--- src/sv/mxbsd_pkg.sv ---
package mxbsd_pkg;

    localparam int NUM_LANES   = 8;
    localparam int ACT_FLD_W   = 16;
    localparam int ACT_W       = ACT_FLD_W + 1;
    localparam int PROD_W      = 22;
    localparam int WS_W        = 25;
    localparam int BS_W        = 26;
    localparam int CNT_W       = 2;
    localparam int ROW_W       = 64;
    localparam int FIFO_DEPTH  = 8;
    localparam int FIFO_PTR_W  = 3;
    localparam int FIFO_CNT_W  = 4;
    localparam int IN_DATA_W   = 168;

    localparam logic [ROW_W-1:0] ROW_MAX = {1'b0, {(ROW_W-1){1'b1}}};
    localparam logic [ROW_W-1:0] ROW_MIN = {1'b1, {(ROW_W-1){1'b0}}};

    typedef logic signed [PROD_W-1:0] prod_t;
    typedef logic signed [BS_W-1:0]   bsum_t;

    typedef struct packed {
        logic       valid;
        logic       last;
        logic       close;
        logic [7:0] scale;
    } ctl_t;

    typedef struct packed {
        logic [ROW_W-1:0] row_sum;
        logic             saturated;
    } res_t;

    // twice the e2m1 magnitude
    function automatic logic [3:0] mag2(input logic [2:0] code);
        logic [3:0] m;
        unique case (code)
            3'd0:    m = 4'd0;
            3'd1:    m = 4'd1;
            3'd2:    m = 4'd2;
            3'd3:    m = 4'd3;
            3'd4:    m = 4'd4;
            3'd5:    m = 4'd6;
            3'd6:    m = 4'd8;
            default: m = 4'd12;
        endcase
        return m;
    endfunction

endpackage

--- src/sv/mxbsd_lane.sv ---
module mxbsd_lane #(
    parameter int ACT_BITS = 16
) (
    input  logic                               aclk,
    input  logic [3:0]                         nibble,
    input  logic [mxbsd_pkg::ACT_FLD_W-1:0]    act,
    output mxbsd_pkg::prod_t                   prod_reg
);

    logic signed [mxbsd_pkg::ACT_W-1:0]  act_val;
    logic                                act_sign;
    logic signed [mxbsd_pkg::PROD_W-1:0] mag_prod;
    mxbsd_pkg::prod_t                    prod_next;

    // sign bit sits at ACT_BITS-1; wider settings leave the field unsigned
    generate
        if (ACT_BITS <= mxbsd_pkg::ACT_FLD_W) begin : g_sext
            assign act_sign = act[ACT_BITS-1];
        end else begin : g_zext
            assign act_sign = 1'b0;
        end
    endgenerate

    always_comb begin
        for (int k = 0; k < mxbsd_pkg::ACT_W; k++) begin
            if (k < ACT_BITS && k < mxbsd_pkg::ACT_FLD_W) begin
                act_val[k] = act[k];
            end else begin
                act_val[k] = act_sign;
            end
        end
    end

    always_comb begin
        mag_prod  = mxbsd_pkg::PROD_W'(act_val * $signed({1'b0, mxbsd_pkg::mag2(nibble[2:0])}));
        prod_next = nibble[3] ? -mag_prod : mag_prod;
    end

    always_ff @(posedge aclk) begin
        prod_reg <= prod_next;
    end

endmodule

--- src/sv/mxbsd_merge.sv ---
module mxbsd_merge #(
    parameter int WORDS_PER_BLOCK = 4
) (
    input  logic                  aclk,
    input  logic                  aresetn,
    input  mxbsd_pkg::ctl_t       ctl_in,
    input  mxbsd_pkg::prod_t      prods [mxbsd_pkg::NUM_LANES],
    output mxbsd_pkg::ctl_t       ctl_out_reg,
    output mxbsd_pkg::bsum_t      closed_reg
);

    logic signed [mxbsd_pkg::WS_W-1:0] word_sum;
    logic signed [mxbsd_pkg::WS_W-1:0] ws_reg;
    mxbsd_pkg::ctl_t                   ctl_b_reg;
    mxbsd_pkg::ctl_t                   ctl_out_next;
    mxbsd_pkg::bsum_t                  block_sum_reg;
    mxbsd_pkg::bsum_t                  block_sum_next;
    logic [mxbsd_pkg::CNT_W-1:0]       count_reg;
    logic                              close;

    always_comb begin
        word_sum = '0;
        for (int i = 0; i < mxbsd_pkg::NUM_LANES; i++) begin
            word_sum = word_sum + mxbsd_pkg::WS_W'(prods[i]);
        end
    end

    always_comb begin
        block_sum_next = block_sum_reg + mxbsd_pkg::BS_W'(ws_reg);
        close = (count_reg == mxbsd_pkg::CNT_W'(WORDS_PER_BLOCK - 1)) || ctl_b_reg.last;
        ctl_out_next       = ctl_b_reg;
        ctl_out_next.close = close;
    end

    always_ff @(posedge aclk) begin
        ws_reg     <= word_sum;
        closed_reg <= block_sum_next;
        if (!aresetn) begin
            ctl_b_reg     <= '0;
            ctl_out_reg   <= '0;
            block_sum_reg <= '0;
            count_reg     <= '0;
        end else begin
            ctl_b_reg   <= ctl_in;
            ctl_out_reg <= ctl_out_next;
            if (ctl_b_reg.valid) begin
                block_sum_reg <= close ? '0 : block_sum_next;
                count_reg     <= close ? '0 : count_reg + 1'b1;
            end
        end
    end

endmodule

--- src/sv/mxbsd_rowacc.sv ---
module mxbsd_rowacc #(
    parameter int FRAC_BITS = 16
) (
    input  logic                aclk,
    input  logic                aresetn,
    input  mxbsd_pkg::ctl_t     ctl_in,
    input  mxbsd_pkg::bsum_t    closed,
    output logic                push,
    output mxbsd_pkg::res_t     push_data
);

    localparam int WIDE_W = mxbsd_pkg::BS_W + mxbsd_pkg::ROW_W - 1;
    localparam logic signed [9:0] SH_OFS = 10'(FRAC_BITS - 128);

    logic signed [9:0]                sh;
    logic [9:0]                       rneg;
    logic [4:0]                       rsh;
    logic [WIDE_W-1:0]                wide;
    mxbsd_pkg::bsum_t                 rshifted;
    logic [mxbsd_pkg::ROW_W-1:0]      bound;
    logic [mxbsd_pkg::ROW_W-1:0]      term_next;
    logic                             force_next;

    mxbsd_pkg::ctl_t                  ctl_d_reg;
    logic [mxbsd_pkg::ROW_W-1:0]      term_reg;
    logic                             force_reg;

    logic [mxbsd_pkg::ROW_W:0]        sum_wide;
    logic                             add_ovf;
    logic [mxbsd_pkg::ROW_W-1:0]      add_res;
    logic [mxbsd_pkg::ROW_W-1:0]      row_acc_reg;
    logic [mxbsd_pkg::ROW_W-1:0]      row_acc_next;
    logic                             sat_reg;
    logic                             sat_next;

    // scale the closed block sum by 2^(scale - 128 + FRAC_BITS)
    always_comb begin
        sh         = $signed({2'b00, ctl_in.scale}) + SH_OFS;
        rneg       = 10'(-sh);
        rsh        = (rneg >= 10'(mxbsd_pkg::BS_W - 1)) ? 5'(mxbsd_pkg::BS_W - 1) : rneg[4:0];
        wide       = {{(mxbsd_pkg::ROW_W-1){closed[mxbsd_pkg::BS_W-1]}}, closed}
                     << sh[5:0];
        rshifted   = closed >>> rsh;
        bound      = closed[mxbsd_pkg::BS_W-1] ? mxbsd_pkg::ROW_MIN : mxbsd_pkg::ROW_MAX;
        force_next = 1'b0;
        term_next  = '0;
        if (closed == '0) begin
            term_next = '0;
        end else if (!sh[9]) begin
            if (sh > 10'sd62) begin
                force_next = 1'b1;
            end else if (wide[WIDE_W-1:mxbsd_pkg::ROW_W-1]
                         != {(WIDE_W-mxbsd_pkg::ROW_W+1){wide[mxbsd_pkg::ROW_W-1]}}) begin
                force_next = 1'b1;
            end
            term_next = force_next ? bound : wide[mxbsd_pkg::ROW_W-1:0];
        end else begin
            term_next = {{(mxbsd_pkg::ROW_W-mxbsd_pkg::BS_W){rshifted[mxbsd_pkg::BS_W-1]}},
                         rshifted};
        end
    end

    // saturating row accumulate; an oversized block overwrites with the bound
    always_comb begin
        sum_wide     = {row_acc_reg[mxbsd_pkg::ROW_W-1], row_acc_reg}
                     + {term_reg[mxbsd_pkg::ROW_W-1], term_reg};
        add_ovf      = sum_wide[mxbsd_pkg::ROW_W] ^ sum_wide[mxbsd_pkg::ROW_W-1];
        add_res      = add_ovf ? (sum_wide[mxbsd_pkg::ROW_W] ? mxbsd_pkg::ROW_MIN
                                                            : mxbsd_pkg::ROW_MAX)
                               : sum_wide[mxbsd_pkg::ROW_W-1:0];
        row_acc_next = row_acc_reg;
        sat_next     = sat_reg;
        if (ctl_d_reg.valid && ctl_d_reg.close) begin
            if (force_reg) begin
                row_acc_next = term_reg;
                sat_next     = 1'b1;
            end else begin
                row_acc_next = add_res;
                sat_next     = sat_reg | add_ovf;
            end
        end
        push                = ctl_d_reg.valid && ctl_d_reg.last;
        push_data.row_sum   = row_acc_next;
        push_data.saturated = sat_next;
    end

    always_ff @(posedge aclk) begin
        term_reg  <= term_next;
        force_reg <= force_next;
        if (!aresetn) begin
            ctl_d_reg   <= '0;
            row_acc_reg <= '0;
            sat_reg     <= 1'b0;
        end else begin
            ctl_d_reg <= ctl_in;
            if (push) begin
                row_acc_reg <= '0;
                sat_reg     <= 1'b0;
            end else begin
                row_acc_reg <= row_acc_next;
                sat_reg     <= sat_next;
            end
        end
    end

endmodule

--- src/sv/mxfp4_block_scaled_dot_product.sv ---
// the tlast item passes lane, word-sum, block-sum and term registers, then the queue
// throughput: one item per ready cycle through eight multiply lanes and a merge adder
// results wait in an 8-entry output queue; s_tready drops only with 8 rows undelivered
// reset (aresetn low, synchronous) clears the block and row sums, the word count,
// the saturation flag, all stage valids and the output queue
module mxfp4_block_scaled_dot_product #(
    parameter int FRAC_BITS       = 16,
    parameter int WORDS_PER_BLOCK = 4,
    parameter int ACT_BITS        = 16
) (
    input  logic                                aclk,
    input  logic                                aresetn,
    input  logic                                s_tvalid,
    output logic                                s_tready,
    // weight_word[31:0], block_scale[39:32], act_0[55:40] .. act_7[167:152]
    input  logic [mxbsd_pkg::IN_DATA_W-1:0]     s_tdata,
    input  logic                                s_tlast,
    output logic                                m_tvalid,
    input  logic                                m_tready,
    // row_sum[63:0]
    output logic [mxbsd_pkg::ROW_W-1:0]         m_tdata,
    // saturated[0]
    output logic                                m_tuser
);

    logic                                  accept;
    mxbsd_pkg::ctl_t                       ctl_a_reg;
    mxbsd_pkg::prod_t                      prods [mxbsd_pkg::NUM_LANES];
    mxbsd_pkg::ctl_t                       ctl_c;
    mxbsd_pkg::bsum_t                      closed;
    logic                                  push;
    mxbsd_pkg::res_t                       push_data;
    logic                                  pop;

    mxbsd_pkg::res_t                       fifo_mem [mxbsd_pkg::FIFO_DEPTH];
    logic [mxbsd_pkg::FIFO_PTR_W-1:0]      wr_ptr_reg;
    logic [mxbsd_pkg::FIFO_PTR_W-1:0]      rd_ptr_reg;
    logic [mxbsd_pkg::FIFO_CNT_W-1:0]      fifo_cnt_reg;
    logic [mxbsd_pkg::FIFO_CNT_W-1:0]      pending_reg;

    assign accept   = s_tvalid && s_tready;
    assign pop      = m_tvalid && m_tready;
    // rows accepted but not yet delivered reserve their queue entry
    assign s_tready = pending_reg < mxbsd_pkg::FIFO_CNT_W'(mxbsd_pkg::FIFO_DEPTH);

    always_ff @(posedge aclk) begin
        if (!aresetn) begin
            ctl_a_reg <= '0;
        end else begin
            ctl_a_reg.valid <= accept;
            ctl_a_reg.last  <= s_tlast;
            ctl_a_reg.close <= 1'b0;
            ctl_a_reg.scale <= s_tdata[39:32];
        end
    end

    generate
        for (genvar i = 0; i < mxbsd_pkg::NUM_LANES; i++) begin : g_lane
            mxbsd_lane #(
                .ACT_BITS (ACT_BITS)
            ) u_lane (
                .aclk     (aclk),
                .nibble   (s_tdata[4*i +: 4]),
                .act      (s_tdata[40 + mxbsd_pkg::ACT_FLD_W*i +: mxbsd_pkg::ACT_FLD_W]),
                .prod_reg (prods[i])
            );
        end
    endgenerate

    mxbsd_merge #(
        .WORDS_PER_BLOCK (WORDS_PER_BLOCK)
    ) u_merge (
        .aclk        (aclk),
        .aresetn     (aresetn),
        .ctl_in      (ctl_a_reg),
        .prods       (prods),
        .ctl_out_reg (ctl_c),
        .closed_reg  (closed)
    );

    mxbsd_rowacc #(
        .FRAC_BITS (FRAC_BITS)
    ) u_rowacc (
        .aclk      (aclk),
        .aresetn   (aresetn),
        .ctl_in    (ctl_c),
        .closed    (closed),
        .push      (push),
        .push_data (push_data)
    );

    always_ff @(posedge aclk) begin
        if (push) begin
            fifo_mem[wr_ptr_reg] <= push_data;
        end
        if (!aresetn) begin
            wr_ptr_reg   <= '0;
            rd_ptr_reg   <= '0;
            fifo_cnt_reg <= '0;
            pending_reg  <= '0;
        end else begin
            if (push) begin
                wr_ptr_reg <= wr_ptr_reg + 1'b1;
            end
            if (pop) begin
                rd_ptr_reg <= rd_ptr_reg + 1'b1;
            end
            fifo_cnt_reg <= fifo_cnt_reg + mxbsd_pkg::FIFO_CNT_W'(push)
                                         - mxbsd_pkg::FIFO_CNT_W'(pop);
            pending_reg  <= pending_reg + mxbsd_pkg::FIFO_CNT_W'(accept && s_tlast)
                                        - mxbsd_pkg::FIFO_CNT_W'(pop);
        end
    end

    assign m_tvalid = fifo_cnt_reg != '0;
    assign m_tdata  = fifo_mem[rd_ptr_reg].row_sum;
    assign m_tuser  = fifo_mem[rd_ptr_reg].saturated;

    a_pending_bound: assert property (@(posedge aclk) disable iff (!aresetn)
        pending_reg <= mxbsd_pkg::FIFO_CNT_W'(mxbsd_pkg::FIFO_DEPTH))
        else $error("row reservations exceed queue depth");

    a_queue_within_pending: assert property (@(posedge aclk) disable iff (!aresetn)
        fifo_cnt_reg <= pending_reg)
        else $error("queue holds more rows than were accepted");

    a_no_overflow: assert property (@(posedge aclk) disable iff (!aresetn)
        push |-> (fifo_cnt_reg < mxbsd_pkg::FIFO_CNT_W'(mxbsd_pkg::FIFO_DEPTH)))
        else $error("row written into a full queue");

    a_ready_after_reset: assert property (@(posedge aclk)
        !aresetn |=> s_tready && !m_tvalid)
        else $error("block not empty and ready after reset");

endmodule
--- config.mk ---
export PLATFORM = sky130hd
export DESIGN_NAME = mxfp4_block_scaled_dot_product
export DESIGN_NICKNAME = d
export VERILOG_FILES = /design/src/sv/mxbsd_pkg.sv /design/src/sv/mxbsd_lane.sv /design/src/sv/mxbsd_merge.sv /design/src/sv/mxbsd_rowacc.sv /design/src/sv/mxfp4_block_scaled_dot_product.sv
export SDC_FILE = /design/constraint.sdc
export NUM_CORES = 2
export LEC_CHECK = 0
export ABC_AREA = 0
export ABC_CLOCK_PERIOD_IN_PS = 6300
export BUFFER_PORTS_ARGS = -buffer_cell sky130_fd_sc_hd__buf_2
export CAP_MARGIN = 40
export CORE_MARGIN = 2
export CORE_UTILIZATION = 55
export CTS_CLUSTER_DIAMETER = 30
export DETAILED_ROUTE_END_ITERATION = 10
export PLACE_DENSITY_LB_ADDON = 0.12
export SKIP_LAST_GASP = 1
export SLEW_MARGIN = 20
export SYNTH_ARGS = -nofsm -noshare
export SYNTH_HDL_FRONTEND = slang
export SYNTH_HIERARCHICAL = 1
export SYNTH_SLANG_ARGS = --single-unit
--- constraint.sdc ---
create_clock -name aclk -period 6.3 [get_ports aclk]
set_input_delay 0 -clock aclk [delete_from_list [all_inputs] [get_ports aclk]]
set_output_delay 0 -clock aclk [all_outputs]
set_load 0.05 [all_outputs]
# Word level (Yosys, flattened, before mapping)
# Memories as Yosys holds them, arrays and structs flattened. A register that Yosys moved wholly into a read port is not among the register bits.
# Index checks and enable logic that the tools add are counted.
[op_classes]
n_addsub = 26
mul = 8
n_lt_le_gt_ge = 3
eq_ne = 50
shifts = 2
n_mux = 36
n_bitwise = 3
reduce_logical = 18
[ops]
columns = ["op", "count"]
rows = [
  ["two-way mux 64 bit", 7],
  ["one-hot mux 4 bit (7 select lines)", 8],
  ["two-way mux 22 bit", 8],
  ["negation 22 bit", 8],
  ["multiplier 16 x 5 -> 21 bit", 8],
  ["adder 25 x 22 -> 25 bit", 5],
  ["left shift 89 x 6 -> 89 bit", 1],
  ["equality test 3 bit, second input constant", 24],
  ["adder 64 x 64 -> 65 bit", 1],
  ["equality test 3 x 2 -> 1 bit, second input constant", 16],
  ["adder 26 x 25 -> 26 bit", 1],
  ["zero test 26 bit", 1],
  ["two-way mux 26 bit", 1],
  [">>> shifter 26 x 5 -> 26 bit", 1],
  ["inequality test 25 bit", 1],
  ["adder 23 x 22 -> 24 bit", 1],
  ["equality test 3 x 1 -> 1 bit, second input constant", 8],
  ["zero test 3 bit", 8],
  ["adder 22 x 22 -> 23 bit", 1],
  ["adder 9 x 8 -> 10 bit, second input constant", 1],
  ["greater-or-equal comparator 10 x 5 -> 1 bit, second input constant", 1],
  ["greater-than comparator 10 x 7 -> 1 bit, second input constant", 1],
  ["negation 10 bit", 1],
  ["adder 4 x 1 -> 4 bit", 2],
  ["16 further kinds", 31],
]
[word_totals]
ff_bits = 433
mem_bits_rw = 520
out_inout_bits = 67
word_cells = 180
memories = 1
[memory_table]
columns = ["memory", "depth", "word_bits", "rd", "rd_clocked_by_memory_dff", "write_ports", "line", "rtl"]
rows = [
  ["fifo_mem", 8, 65, 1, 1, 1, "mxfp4_block_scaled_dot_product.sv:35", "mxbsd_pkg::res_t fifo_mem [mxbsd_pkg::FIFO_DEPTH];"],
]

# Logic depth before layout (Yosys ltp)
[depth]
word_depth = 9
ltp_mapped = 20
ltp_nobuf = 17

# By module
# Netlist, hierarchy kept.
[by_module_without_submodules]
columns = ["mod", "n_inst", "cells_per_inst", "area_per_inst_um2"]
rows = [
  ["mxfp4_block_scaled_dot_product", 1, 872, 20667.3],
  ["mxbsd_rowacc", 1, 2022, 14771.7],
  ["mxbsd_lane at g_lane[3].u_lane ...", 3, 411, 3465.8],
  ["mxbsd_merge", 1, 988, 9052.4],
  ["mxbsd_lane at g_lane[0].u_lane", 1, 455, 3786.1],
  ["mxbsd_lane at g_lane[6].u_lane", 1, 451, 3702.3],
  ["mxbsd_lane at g_lane[2].u_lane", 1, 438, 3698.5],
  ["mxbsd_lane at g_lane[1].u_lane", 1, 438, 3609.7],
  ["mxbsd_lane at g_lane[7].u_lane", 1, 428, 3525.9],
]

# Worst setup path after synthesis
# No wires, ideal clock.
[synth_path]
path_kind = "reg2reg"
start = "reg u_rowacc/ctl_d_reg[10] (netlist bit)"
end = "mem fifo_mem[0][0] (netlist bit) (enable)"
setup_time_ns = 0.568
t_arrival_ns = 5.090
t_required_ns = 5.732
slack_ns = 0.642
stages_incl_launch_ff = 5
period_less_slack_ns = 5.658
path_cell_list = "dfxtp_1 -> nand2_1 -> inv_1 -> nand2b_1 -> nor3_1"
[synth_via]
elab_chain_len = 3
[synth_lines]
columns = ["element", "line", "rtl"]
rows = [
  ["from (decl)", "mxbsd_rowacc.sv:24", "mxbsd_pkg::ctl_t ctl_d_reg;"],
  ["from (signal assigned)", "mxbsd_rowacc.sv:95", "ctl_d_reg <= ctl_in;"],
  ["logical AND 1 bit", "mxbsd_rowacc.sv:82", "push = ctl_d_reg.valid && ctl_d_reg.last;"],
  ["named net push", "mxfp4_block_scaled_dot_product.sv:31", "logic push;"],
  ["two-way mux 1 bit", "mxfp4_block_scaled_dot_product.sv:93", "if (push) begin"],
  ["two-way mux 1 bit (not written as such)", "mxfp4_block_scaled_dot_product.sv:94", "fifo_mem[wr_ptr_reg] <= push_data;"],
  ["to (decl)", "mxfp4_block_scaled_dot_product.sv:35", ""],
]
# The timed path passes the listed nets, and every way through them passes these cells.

# Final worst setup path
[layout_path]
start = "reg g_lane[4].u_lane.prod_reg[2]"
end = "reg u_merge/ws_reg[22] (netlist bit)"
[layout_via]
elab_chain_len = 4
[layout_lines]
columns = ["element", "line", "rtl"]
rows = [
  ["from (decl)", "mxbsd_lane.sv:7", "output mxbsd_pkg::prod_t prod_reg"],
  ["from (signal assigned)", "mxbsd_lane.sv:40", "prod_reg <= prod_next;"],
  ["adder 25 x 22 -> 25 bit (4 in series)", "mxbsd_merge.sv:24", "word_sum = word_sum + mxbsd_pkg::WS_W'(prods[i]);"],
  ["named net u_merge.word_sum (one bit)", "mxbsd_merge.sv:12", "logic signed [mxbsd_pkg::WS_W-1:0] word_sum;"],
  ["to (signal assigned)", "mxbsd_merge.sv:36", "ws_reg <= word_sum;"],
  ["to (decl)", "mxbsd_merge.sv:13", "logic signed [mxbsd_pkg::WS_W-1:0] ws_reg;"],
]
# The timed path passes the listed nets, and every way through them passes these cells.
# A chain may end at the register's enable or synchronous reset.

==> impl_summary.log <==
[metrics] Slew Limit Headroom: 0.253
[metrics] power density normalized to cell area: 584 nW/µm²
[metrics] Fin. Hold Viols: 0
[metrics] most numerous cell on the critical path: sky130_fd_sc_hd__fa_1
[metrics] largest net degree at the start of global routing: 125
[metrics] floorplan core area: about 130000 µm²
[metrics] TritonCTS sink count: about 960
[metrics] crit-path leading delay family: adder cells
[metrics] endpoint required time on the critical path: ~7000 ps
[metrics] area added between synthesis and finish: 12.2%
[metrics] clock slew at reported path FFs: 50 ps
[metrics] number of antenna violations at the first check in global routing: 3
[metrics] Critical Path Fanout Max: 3
[metrics] H-Tree Depth: 4
[metrics] Inserted Clock Buffers: 168
[metrics] final net count: between 8k and 9k
[metrics] Fin Clk Skew: 53.8 ps
[metrics] detailed-route via count: approximately 54k
[metrics] overall routing resource usage: 0.278
[metrics] count of nets left with antenna violations after detail routing: 0
[metrics] number of warnings printed during yosys synthesis: 6
[metrics] total of endpoints with negative setup slack in the final report: 0
[metrics] slowest CP cell: sky130_fd_sc_hd__fa_1
[metrics] Detailed Route WL: 189000 µm
[metrics] kind of critical path: flop to flop
[metrics] crit-path max cell delay: 550 ps
[metrics] critical path, cell by cell: inv_1 > fa_1 > inv_1 > fa_1 > fa_1 > inv_1 > fa_1 > inv_1 > ha_1 > fa_1 > a21oi_1 > o21ai_1 > a21oi_1 > o31ai_2 > nor2b_1 > o221ai_1 > xnor2_1
[metrics] CP Capture Type: flop
[metrics] internal power consumption: around 0.026 W
[metrics] number of buffers on the longest clock path: 3
[metrics] maximum vdd drop: 0.00149 V
[metrics] first-pass GRT wire length: 302000 µm
[metrics] TNS Setup: 0 ps
[metrics] master cell of the clock root buffer: sky130_fd_sc_hd__clkbuf_16
[metrics] post-detailed-route via-to-cell ratio: between 5 and 6
[metrics] share of total power in the clock network: 0.189
[metrics] Fill cells: 10.9k
[metrics] die extent in y: about 370 µm
[metrics] post-synth design cell area: between 70000 and 80000 µm²
[metrics] via count of the first global-routing pass: around 55k
[metrics] Gate power share: 0.626
[metrics] detailed-route wire length per cell: between 15 and 20 µm
[metrics] path category of the worst min-delay check: input port to flop
[metrics] switching share of power: 0.451
[metrics] placement row count: 133
[metrics] Worst-Margin Slew: between 1000 and 1500 ps
[metrics] top-level port count: 240
[metrics] Switching Power: around 0.022 W
[metrics] number of DRC markers in iteration 0: about 4k
[metrics] flip-flop count of the largest register, all copies and words added: 520
[metrics] clock latency at the later pin of the worst-skew pair: 800 ps
[metrics] Synth Instances: 7324
[metrics] WP buf/inv: 4
[metrics] total overflow reported by the global router: 0
[metrics] unrepaired setup endpoints after global routing: false
[metrics] number of remaining DRC errors: 0
[metrics] number of maximum-capacitance violations: 0
[metrics] final weighted congestion of routability-driven global placement: 0.975
[metrics] Placed Instances: 9066
[metrics] total of buffers placed on input and output ports: approximately 240
[metrics] outcome: finished, final reports clean
[metrics] Total Die Area: 136000 µm²
[metrics] part of the total power dissipated in sequential elements: 0.185
[metrics] HPWL reported at the end of detailed placement: roughly 140000 µm
[metrics] CTS resizes: 0
[metrics] Chip Width: approximately 370 µm
[metrics] CTS tree: done
[metrics] final cell count without fillers: 9439
[metrics] Pre-antenna DRT Iters: 6
[metrics] static leakage power: 36.9 nW
[metrics] final hold slack: 48.9 ps
[metrics] data arrival at the endpoint of the critical path: 5530 ps
[metrics] CP Launch Type: flop
[metrics] final critical-path required period: slightly below 5000 ps
[metrics] Achievable Freq: roughly 210 MHz
[metrics] Initial Utilization: 0.555
[metrics] Final Cycle Share: 0.765
[metrics] per-instance average area after synthesis: 10.0 µm²
[metrics] number of max-slew violations in the final report: 0
[metrics] proportion of layout cells with a drive suffix above 1: 0.141
[metrics] Net Count, Synth: ~8.4k
final timing paths:
| path | slack [ps] | to | start | cells after the start |
|---|---|---|---|---|
| worst max-delay path | 1480 | u_merge/ws_reg[22] | g_lane[4].u_lane/prod_reg[2] | 17 |
| worst min register to register | 410 | u_merge/ctl_out_reg[4] | u_merge/ctl_b_reg[4] | 1 |
| worst max register to register | 1480 | u_merge/ws_reg[22] | g_lane[4].u_lane/prod_reg[2] | 17 |
| worst min-delay path | 50 | g_lane[1].u_lane/prod_reg[1] | s_tdata[57] | 5 |
placed cells by master (no fill, tap or decap), types with 60 or more instances in the layout:
| master | count |
|---|---|
| sky130_fd_sc_hd__dlygate4sd3_1 | 64 |
| sky130_fd_sc_hd__edfxtp_1 | 520 |
| sky130_fd_sc_hd__a211oi_1 | 69 |
| sky130_fd_sc_hd__nand2_1 | 568 |
| sky130_fd_sc_hd__mux4_2 | 160 |
| sky130_fd_sc_hd__nor2b_1 | 136 |
| sky130_fd_sc_hd__inv_1 | 950 |
| sky130_fd_sc_hd__mux2i_1 | 87 |
| sky130_fd_sc_hd__and3_1 | 171 |
| sky130_fd_sc_hd__buf_4 | 71 |
| sky130_fd_sc_hd__xor2_1 | 118 |
| sky130_fd_sc_hd__nand2b_1 | 66 |
| sky130_fd_sc_hd__nor2_1 | 346 |
| sky130_fd_sc_hd__ha_1 | 451 |
| sky130_fd_sc_hd__clkbuf_16 | 171 |
| sky130_fd_sc_hd__o21ai_0 | 264 |
| sky130_fd_sc_hd__a21o_1 | 93 |
| sky130_fd_sc_hd__and2_1 | 278 |
| sky130_fd_sc_hd__nand3_1 | 94 |
| sky130_fd_sc_hd__nor3_1 | 111 |
| sky130_fd_sc_hd__mux2_2 | 102 |
| sky130_fd_sc_hd__xnor2_1 | 267 |
| sky130_fd_sc_hd__a31oi_1 | 73 |
| sky130_fd_sc_hd__buf_2 | 240 |
| sky130_fd_sc_hd__fa_1 | 403 |
| sky130_fd_sc_hd__nand4_1 | 60 |
| sky130_fd_sc_hd__a21oi_1 | 344 |
| sky130_fd_sc_hd__dfxtp_1 | 427 |
per-layer routing:
metal  wire length [µm]  share of wire  global-route usage  vias up
li1                   -              -                   -    26100
met4               8460          0.045               0.121        4
met1              77100           0.41               0.339    26400
met5                 25        0.00013                   0        -
met2              95800           0.51               0.493     1333
met3               7290          0.039              0.0330      360
power groups by stage:
stage | registers (W) | clock network, W | logic (W)
detailed placement | 0.00895 | 0 | 0.0296
finish | 0.00886 | 0.00908 | 0.0301
floorplan | 0.00830 | 0 | 0.0240
global placement | 0.00895 | 0 | 0.0291
global route | 0.00892 | 0.00952 | 0.0335
CTS | 0.00885 | 0.00922 | 0.0298
area by class of cell:
cell class                 instances  area [µm²]  area share
clock buffer                     205        4550      0.0553
multi-input combinational       5085       43700       0.532
antenna                            1        2.50   0.0000305
tap                             1755        2200      0.0267
sequential                       956       24400       0.296
clock inverter                   101        1270      0.0155
timing repair buffer             380        2460      0.0299
inverter                         956        3590      0.0437
through the flow:
stage | instance area [µm²] | setup WS (ps) | total power (W) | util
2_1_floorplan | 73200 | 642 | 0.0323 | -
5_1_grt | 82200 | 1190 | 0.0519 | 0.623
3_5_place_dp | 75700 | 1390 | 0.0386 | 0.574
3_3_place_gp | 75600 | 1480 | 0.0381 | 0.574
4_1_cts | 82200 | 1500 | 0.0479 | 0.623
6_report | 82200 | 1480 | 0.0480 | 0.623
timing repair:
| item | 4_1_cts | 5_1_grt |
|---|---|---|
| buffers inserted | 0 | 0 |
| endpoints found under the hold margin | 240 | 0 |
| hold buffers | 64 | 0 |
tightest hold or removal path: cells and delay by family:
kind	cells	cell delay, ps
buffers and inverters	2	180
AO/OA/AOI/OAI	1	180
adder cells (fa/ha/maj)	1	250
AND/OR/NAND/NOR	1	130
Note: power is estimated with default switching activity, not from simulation.
